===== src/hdl/qvr_pkg.sv =====
// qvr_pkg: shared types, widths and constants of the quaternion vector rotator
// no dependencies; imported by every module under hdl
package qvr_pkg;

  localparam int CompW   = 16;            // vector and quaternion component width
  localparam int ProdW   = 2 * CompW;     // product of two components
  localparam int KW      = 2 * CompW + 1; // w^2 - |u|^2 and |q|^2
  localparam int DotW    = 2 * CompW + 2; // u . v
  localparam int CrsW    = 2 * CompW + 1; // u x v
  localparam int NW      = 3 * CompW + 2; // numerator |q|^2 * rotated v
  localparam int AW      = 3 * CompW + 3; // rounded dividend 2|n| + |q|^2
  localparam int QW      = CompW + 1;     // quotient bits
  localparam int CfgIdxW = 2;

  typedef logic signed [CompW-1:0] comp_t;
  typedef logic signed [ProdW-1:0] prod_t;
  typedef logic signed [NW-1:0]    num_t;

  typedef struct packed {
    comp_t vec_x;
    comp_t vec_y;
    comp_t vec_z;
  } vec_t;

  typedef struct packed {
    comp_t rot_x;
    comp_t rot_y;
    comp_t rot_z;
  } rot_t;

  typedef struct packed {
    num_t nx;
    num_t ny;
    num_t nz;
  } nvec_t;

  // quaternion plus the two derived scalars the datapath needs
  typedef struct packed {
    comp_t                qw;
    comp_t                qi;
    comp_t                qj;
    comp_t                qk;
    logic signed [KW-1:0] kdiag; // w^2 - i^2 - j^2 - k^2
    logic [KW-1:0]        norm;  // w^2 + i^2 + j^2 + k^2
  } coef_t;

  typedef enum logic [CfgIdxW-1:0] {
    CfgQuatReal = 2'd0,
    CfgQuatI    = 2'd1,
    CfgQuatJ    = 2'd2,
    CfgQuatK    = 2'd3
  } cfg_reg_e;

  localparam comp_t QuatRealRst = comp_t'(1) << (CompW - 2);

endpackage


===== src/hdl/qvr_coef.sv =====
// qvr_coef: quaternion registers and the registered w^2 - |u|^2 and |q|^2 terms
// depends on qvr_pkg
module qvr_coef import qvr_pkg::*; (
  input  logic               clk_i,
  input  logic               rst_ni,
  input  logic               cfg_we_i,
  input  logic [CfgIdxW-1:0] cfg_idx_i,
  input  comp_t              cfg_data_i,
  output coef_t              coef_o
);

  comp_t quat_real_q, quat_real_d;
  comp_t quat_i_q, quat_i_d;
  comp_t quat_j_q, quat_j_d;
  comp_t quat_k_q, quat_k_d;

  prod_t ww_q, aa_q, bb_q, cc_q;
  prod_t ww_d, aa_d, bb_d, cc_d;

  logic signed [KW-1:0] kdiag_q, kdiag_d;
  logic [KW-1:0]        norm_q, norm_d;

  always_comb begin
    quat_real_d = quat_real_q;
    quat_i_d    = quat_i_q;
    quat_j_d    = quat_j_q;
    quat_k_d    = quat_k_q;
    if (cfg_we_i) begin
      case (cfg_reg_e'(cfg_idx_i))
        CfgQuatReal: quat_real_d = cfg_data_i;
        CfgQuatI:    quat_i_d    = cfg_data_i;
        CfgQuatJ:    quat_j_d    = cfg_data_i;
        CfgQuatK:    quat_k_d    = cfg_data_i;
        default: ;
      endcase
    end
  end

  always_comb begin
    ww_d    = ProdW'(quat_real_q) * ProdW'(quat_real_q);
    aa_d    = ProdW'(quat_i_q) * ProdW'(quat_i_q);
    bb_d    = ProdW'(quat_j_q) * ProdW'(quat_j_q);
    cc_d    = ProdW'(quat_k_q) * ProdW'(quat_k_q);
    kdiag_d = KW'(ww_q) - KW'(aa_q) - KW'(bb_q) - KW'(cc_q);
    norm_d  = $unsigned(KW'(ww_q) + KW'(aa_q) + KW'(bb_q) + KW'(cc_q));
  end

  always_ff @(posedge clk_i or negedge rst_ni) begin
    if (!rst_ni) begin
      quat_real_q <= QuatRealRst;
      quat_i_q    <= '0;
      quat_j_q    <= '0;
      quat_k_q    <= '0;
      ww_q        <= ProdW'(1) << (2 * CompW - 4);
      aa_q        <= '0;
      bb_q        <= '0;
      cc_q        <= '0;
      kdiag_q     <= KW'(1) << (2 * CompW - 4);
      norm_q      <= KW'(1) << (2 * CompW - 4);
    end else begin
      quat_real_q <= quat_real_d;
      quat_i_q    <= quat_i_d;
      quat_j_q    <= quat_j_d;
      quat_k_q    <= quat_k_d;
      ww_q        <= ww_d;
      aa_q        <= aa_d;
      bb_q        <= bb_d;
      cc_q        <= cc_d;
      kdiag_q     <= kdiag_d;
      norm_q      <= norm_d;
    end
  end

  assign coef_o.qw    = quat_real_q;
  assign coef_o.qi    = quat_i_q;
  assign coef_o.qj    = quat_j_q;
  assign coef_o.qk    = quat_k_q;
  assign coef_o.kdiag = kdiag_q;
  assign coef_o.norm  = norm_q;

endmodule


===== config.mk =====
export PLATFORM = sky130hd
export DESIGN_NAME = qvr_coef
export DESIGN_NICKNAME = d
export VERILOG_FILES = /design/src/hdl/qvr_pkg.sv /design/src/hdl/qvr_coef.sv
export SDC_FILE = /design/constraint.sdc
export NUM_CORES = 2
export LEC_CHECK = 0
export BUFFER_PORTS_ARGS = -buffer_cell sky130_fd_sc_hd__buf_2
export CAP_MARGIN = 40
export CORE_ASPECT_RATIO = 1.4
export CORE_MARGIN = 4
export CORE_UTILIZATION = 48
export CTS_CLUSTER_SIZE = 28
export DETAILED_ROUTE_END_ITERATION = 6
export PLACE_DENSITY_LB_ADDON = 0.05
export SLEW_MARGIN = 20
export SYNTH_ARGS = -nofsm -noshare
export SYNTH_HDL_FRONTEND = slang
export SYNTH_SLANG_ARGS = --single-unit

===== constraint.sdc =====
create_clock -name clk_i -period 8.8 [get_ports clk_i]
set_input_delay 1.32 -clock clk_i [delete_from_list [all_inputs] [get_ports clk_i]]
set_output_delay 1.32 -clock clk_i [all_outputs]
set_load 0.02 [all_outputs]

After elaboration in Yosys (flattened, before gate mapping)
Cells that the tools add are included.

Add/subtract/negate cells: 6. Multipliers: 4. Eq/ne operators: 3. Reductions and logical operators: 5.

Operators by type and width (count): multiplier 16 x 16 -> 32 bit (4); adder 33 x 32 -> 33 bit (2); subtractor 33 x 32 -> 33 bit (2); adder 32 x 32 -> 33 bit (1); subtractor 32 x 32 -> 33 bit (1); AND reduction 2 bit (4); equality test 2 bit (second input constant) (2); equality test 2 x 1 -> 1 bit (second input constant) (1); zero test 2 bit (1).

Bits in registers: 258.

Depth between registers and ports, before layout
Depth in word-level cells: 3. Mapped depth: 25. Mapped depth without buffers: 24.

Least setup slack after synthesis
Ideal clock, no wire load.

Path kind: register to register. Start: reg quat_j_q[15]. End: reg bb_q[31]. Arrival time: 6365 ps. Data required time: 8675 ps. Slack: 2310 ps. Stages on the path, launching flop included: 22. Path buffers: 1. Clock period less this slack: 6490 ps. Cell sequence: dfrtp_1 -> inv_1 -> buf_1 -> nor2_1 -> fa_1 -> fa_1 -> fa_1 -> fa_1 -> fa_1 -> inv_1 -> fa_1 -> inv_1 -> ha_1 -> a21o_1 -> a21o_1 -> a21oi_1 -> o21bai_1 -> a221o_1 -> a21o_1 -> a211o_1 -> a21o_1 -> xnor2_1.

Cells in the longest elaborated chain, start to end: 1.

RTL lines: start: declaration (line qvr_coef.sv:14) `comp_t quat_j_q, quat_j_d;`; start signal: assignment (line qvr_coef.sv:63) `quat_j_q <= quat_j_d;`; multiplier 16 x 16 -> 32 bit (line qvr_coef.sv:42) `bb_d = ProdW'(quat_j_q) * ProdW'(quat_j_q);`; named net bb_d[31] (line qvr_coef.sv:18) `prod_t ww_d, aa_d, bb_d, cc_d;`; end signal: assignment (line qvr_coef.sv:56) `bb_q <= '0;`; end signal: assignment (line qvr_coef.sv:67) `bb_q <= bb_d;`; end: declaration (line qvr_coef.sv:17) `prod_t ww_q, aa_q, bb_q, cc_q;`.

The timed path passes the listed nets, and every way through them passes these cells. A chain may end at the register's enable or synchronous reset.

Worst setup path in the final report
Start: reg quat_real_q[15]. End: reg ww_q[28].

Cells in the longest elaborated chain, start to end: 1.

RTL lines: start: declaration (line qvr_coef.sv:12) `comp_t quat_real_q, quat_real_d;`; start signal: assignment (line qvr_coef.sv:50) `quat_real_q <= QuatRealRst;`; start signal: assignment (line qvr_coef.sv:61) `quat_real_q <= quat_real_d;`; multiplier 16 x 16 -> 32 bit (line qvr_coef.sv:40) `ww_d = ProdW'(quat_real_q) * ProdW'(quat_real_q);`; named net ww_d[28] (line qvr_coef.sv:18); end signal: assignment (line qvr_coef.sv:54) `ww_q <= ProdW'(1) << (2 * CompW - 4);`; end signal: assignment (line qvr_coef.sv:65) `ww_q <= ww_d;`; end: declaration (line qvr_coef.sv:17).

The timed path passes the listed nets, and every way through them passes these cells.

==> results.md <==
- Register bit total from synthesis: 254
- CP max stage cell: fa_1
- Synthesized area: between 0.04 and 0.05 mm^2
- Share of the synthesized area in the top cell type: 43.5%
- Final Wtd Congestion: 0.879
- Post-DRT Antenna Nets: 0
- Vias in the first global route: 36,200
- Simple-gate share of the synthesized area: under 10%
- Core ar.: roughly 0.1 mm^2
- Setup tns final: 0 ns
- GRT Util Overall: 25.4%
- Pre-Repair DR Iteration Count: 7
- Footprint of the multi-input gates: 0.0368 mm^2
- WP buf/inv: 3
- Crit path max-delay family: adder cells
- Dpl hpwl: 109,000 um
- Synth area leaders: fa_1, dfrtp_1, ha_1
- Chip height: 385 um
- IO buf count: 150
- Worst-margin pin slew: between 0.8 and 0.9 ns
- Commonest cells post-synth: inv_1, fa_1, ha_1, nand2_1, dfrtp_1
- Status: finished clean
- Primary FF master, synth: dfrtp_1
- CTS Buf Count: 36
- Worst R2R Setup Slack: 1.53 ns
- Max_cap viols: 0
- Yosys warnings: 0
- Worst-Skew Late Latency: roughly 0.58 ns
- Register Area: 0.00636 mm^2
- RSZ-0062 raised after global routing: no
- CP Class: reg2reg
- CTS tree: yes
- Crit path DAT: around 7.8 ns
- Yosys cell types: 86
- Ports: 151
- Slew Limit Fails: 0
- Per-cell routed wire length: 20.3 um
- Clock-pin slew on the worst setup and hold paths: 0.06 ns
- Fin nets: 6,516
- Cell Rows: 137
- Area growth, synth to finish: 7.64%
- Worst hold path type: reg2reg
- Hold Vio Cnt, Final: 0
- Post-cts sizing count: 0
- Peak per-stage delay on the critical path: between 0.9 and 1 ns
- Die ar.: approximately 0.11 mm^2
- Xor/xnor share of the synthesized area: roughly 4.3%
- CP most frequent cell: fa_1
- Cell chain of the critical path: clkinv_1, nor2_1, fa_1, fa_1, fa_1, fa_1, fa_1, inv_1, fa_1, inv_1, ha_1, a21oi_1, and3_1, a41oi_1, a41oi_1, nor2b_1, xnor2_1
- CP required: between 9 and 10 ns
- First-pass GRT wire length: 206,000 um
- Setup violators final: 0
- Synth Area in Compound Gates: 6.88%
- First DRT Iteration DRCs: 1,536
- Largest family of logic cells by synthesized area: adder cells
- Starting Density: 48.6%
- Rel. slew slack: 40.9%
- Layout cells sized above 1: 7.49%
- Critical Path End Type: flop
- Detailed Route WL: 129,000 um
- Mean post-synth cell area: approximately 10 um^2
- Largest net degree at the start of global routing: 155
- H-tree Lvls: 2
- Post-synthesis sequential area ratio: between 10% and 20%
- Fin cells: 6,357
- CTS Sinks: 254
- Die width: approximately 280 um
- Root Buffer: clkbuf_16
- Post-Syn Instances: 4,876
- CP startpoint kind: flop
- Period utilization: 82.6%
- # placed instances: 6,285
- Min cycle time layout: 7.27 ns
- Hold_buf cts: 0
- Ys async rst share: 100%
- Initial antenna violation count: 11
- Remaining design rule violation count: 0
- Dominant cell type by area after synthesis: fa_1
- CTS max path bufs: 3
- Avg Vias per Cell: approximately 5
- CP max FO: 21
- Layout fillers: approximately 9,400
- Clk_skew: 0.0364 ns
- Synth Area in Adders: 54.6%
- Fmax: 0.138 GHz
- Via count: roughly 33,000
- Fraction of synthesized area in multiplexers: 1.38%
- Global route overflow: 0
- Number of synthesized flops with an enable pin: 0
- Post-CTS Setup Repair Bufs: 0
- Most frequent cell after synthesis: inv_1
==> registers in the layout (all words and copies together) (netlist names), 31 cells and up <==
name,flops
kdiag_q,33
norm_q,33
aa_q,31
bb_q,31
cc_q,31
ww_q,31
==> per-layer routing <==
metal / global-route usage (%) / routed length [um]
met1: 31.3 / 50300
met2: 44.6 / 66100
met3: 3.95 / 6210
met4: 10.7 / 6670
met5: 0 / 23
==> placed cells by master, fill, tap and decap left out, types with 8 or more instances in the layout <==
master	instances
or2_2	10
a211oi_1	10
a31oi_1	15
a31o_2	20
fa_1	1057
buf_2	150
xor2_1	48
o21ai_0	72
nor2_1	190
and3_1	26
clkbuf_16	37
dfrtp_1	250
nand2b_1	34
a21o_1	74
mux2_2	56
o21bai_1	28
o21a_1	22
xnor2_1	189
and2_1	144
o21ai_1	8
nand3_1	33
nor3_1	24
nor2b_1	27
buf_4	34
ha_1	431
inv_1	1350
nand2_1	354
a21oi_1	150
==> cell families after synthesis <==
kind of cell / count (synthesis)
simple gates: 885
flops: 254
xor+xnor: 237
other cells: 2
compound gates: 491
fa+ha+maj: 1488
mux: 60
buf+inv: 1459
==> layout make-up <==
type	instances	share of cell area, %
Multi-Input combinational cell	3165	70.3
Sequential cell	254	12.1
Inverter	1354	9.70
Tap cell	1320	3.15
Timing Repair Buffer	196	2.32
Clock buffer	46	1.95
Clock inverter	18	0.413
Antenna cell	4	0.0191
==> path summary, 6_finish.rpt <==
kind | cells after the start | start | to
worst max-delay path | 17 | quat_real_q[15] | ww_q[28]
worst min-delay path | 1 | cc_q[0] | norm_q[0]
worst max register to register | 17 | quat_real_q[15] | ww_q[28]
worst min register to register | 1 | cc_q[0] | norm_q[0]
max in group asynchronous | 2 | rst_ni | cc_q[22]
min in group asynchronous | 1 | rst_ni | kdiag_q[0]
==> per-stage QoR <==
step           setup slack [ns]  hold WS [ns]  util, %  instance area (um^2)
6_report                   1.53         0.554     52.3                 52400
5_1_grt                    1.12         0.569     52.3                 52400
3_3_place_gp               1.64         0.554     50.9                 50900
3_5_place_dp               1.55         0.543     51.0                 51100
2_1_floorplan              2.31         0.411        -                 48700
4_1_cts                    1.53         0.562     52.3                 52300
==> worst reg2reg max path: cells and delay by family, from the launching register on <==
kind | cells | cell delay, ns
buffers and inverters | 3 | 0.84
AOI/OAI and AO/OA | 3 | 0.68
DFF | 1 | 0.84
and+or+nand+nor | 3 | 0.82
xor gates and xnor gates | 1 | 0.13
adders and majority gates | 7 | 3.89
Power is left out: the tool's default activity adds up to more than one toggle a clock period on the data nets, which glitch-free logic cannot reach.
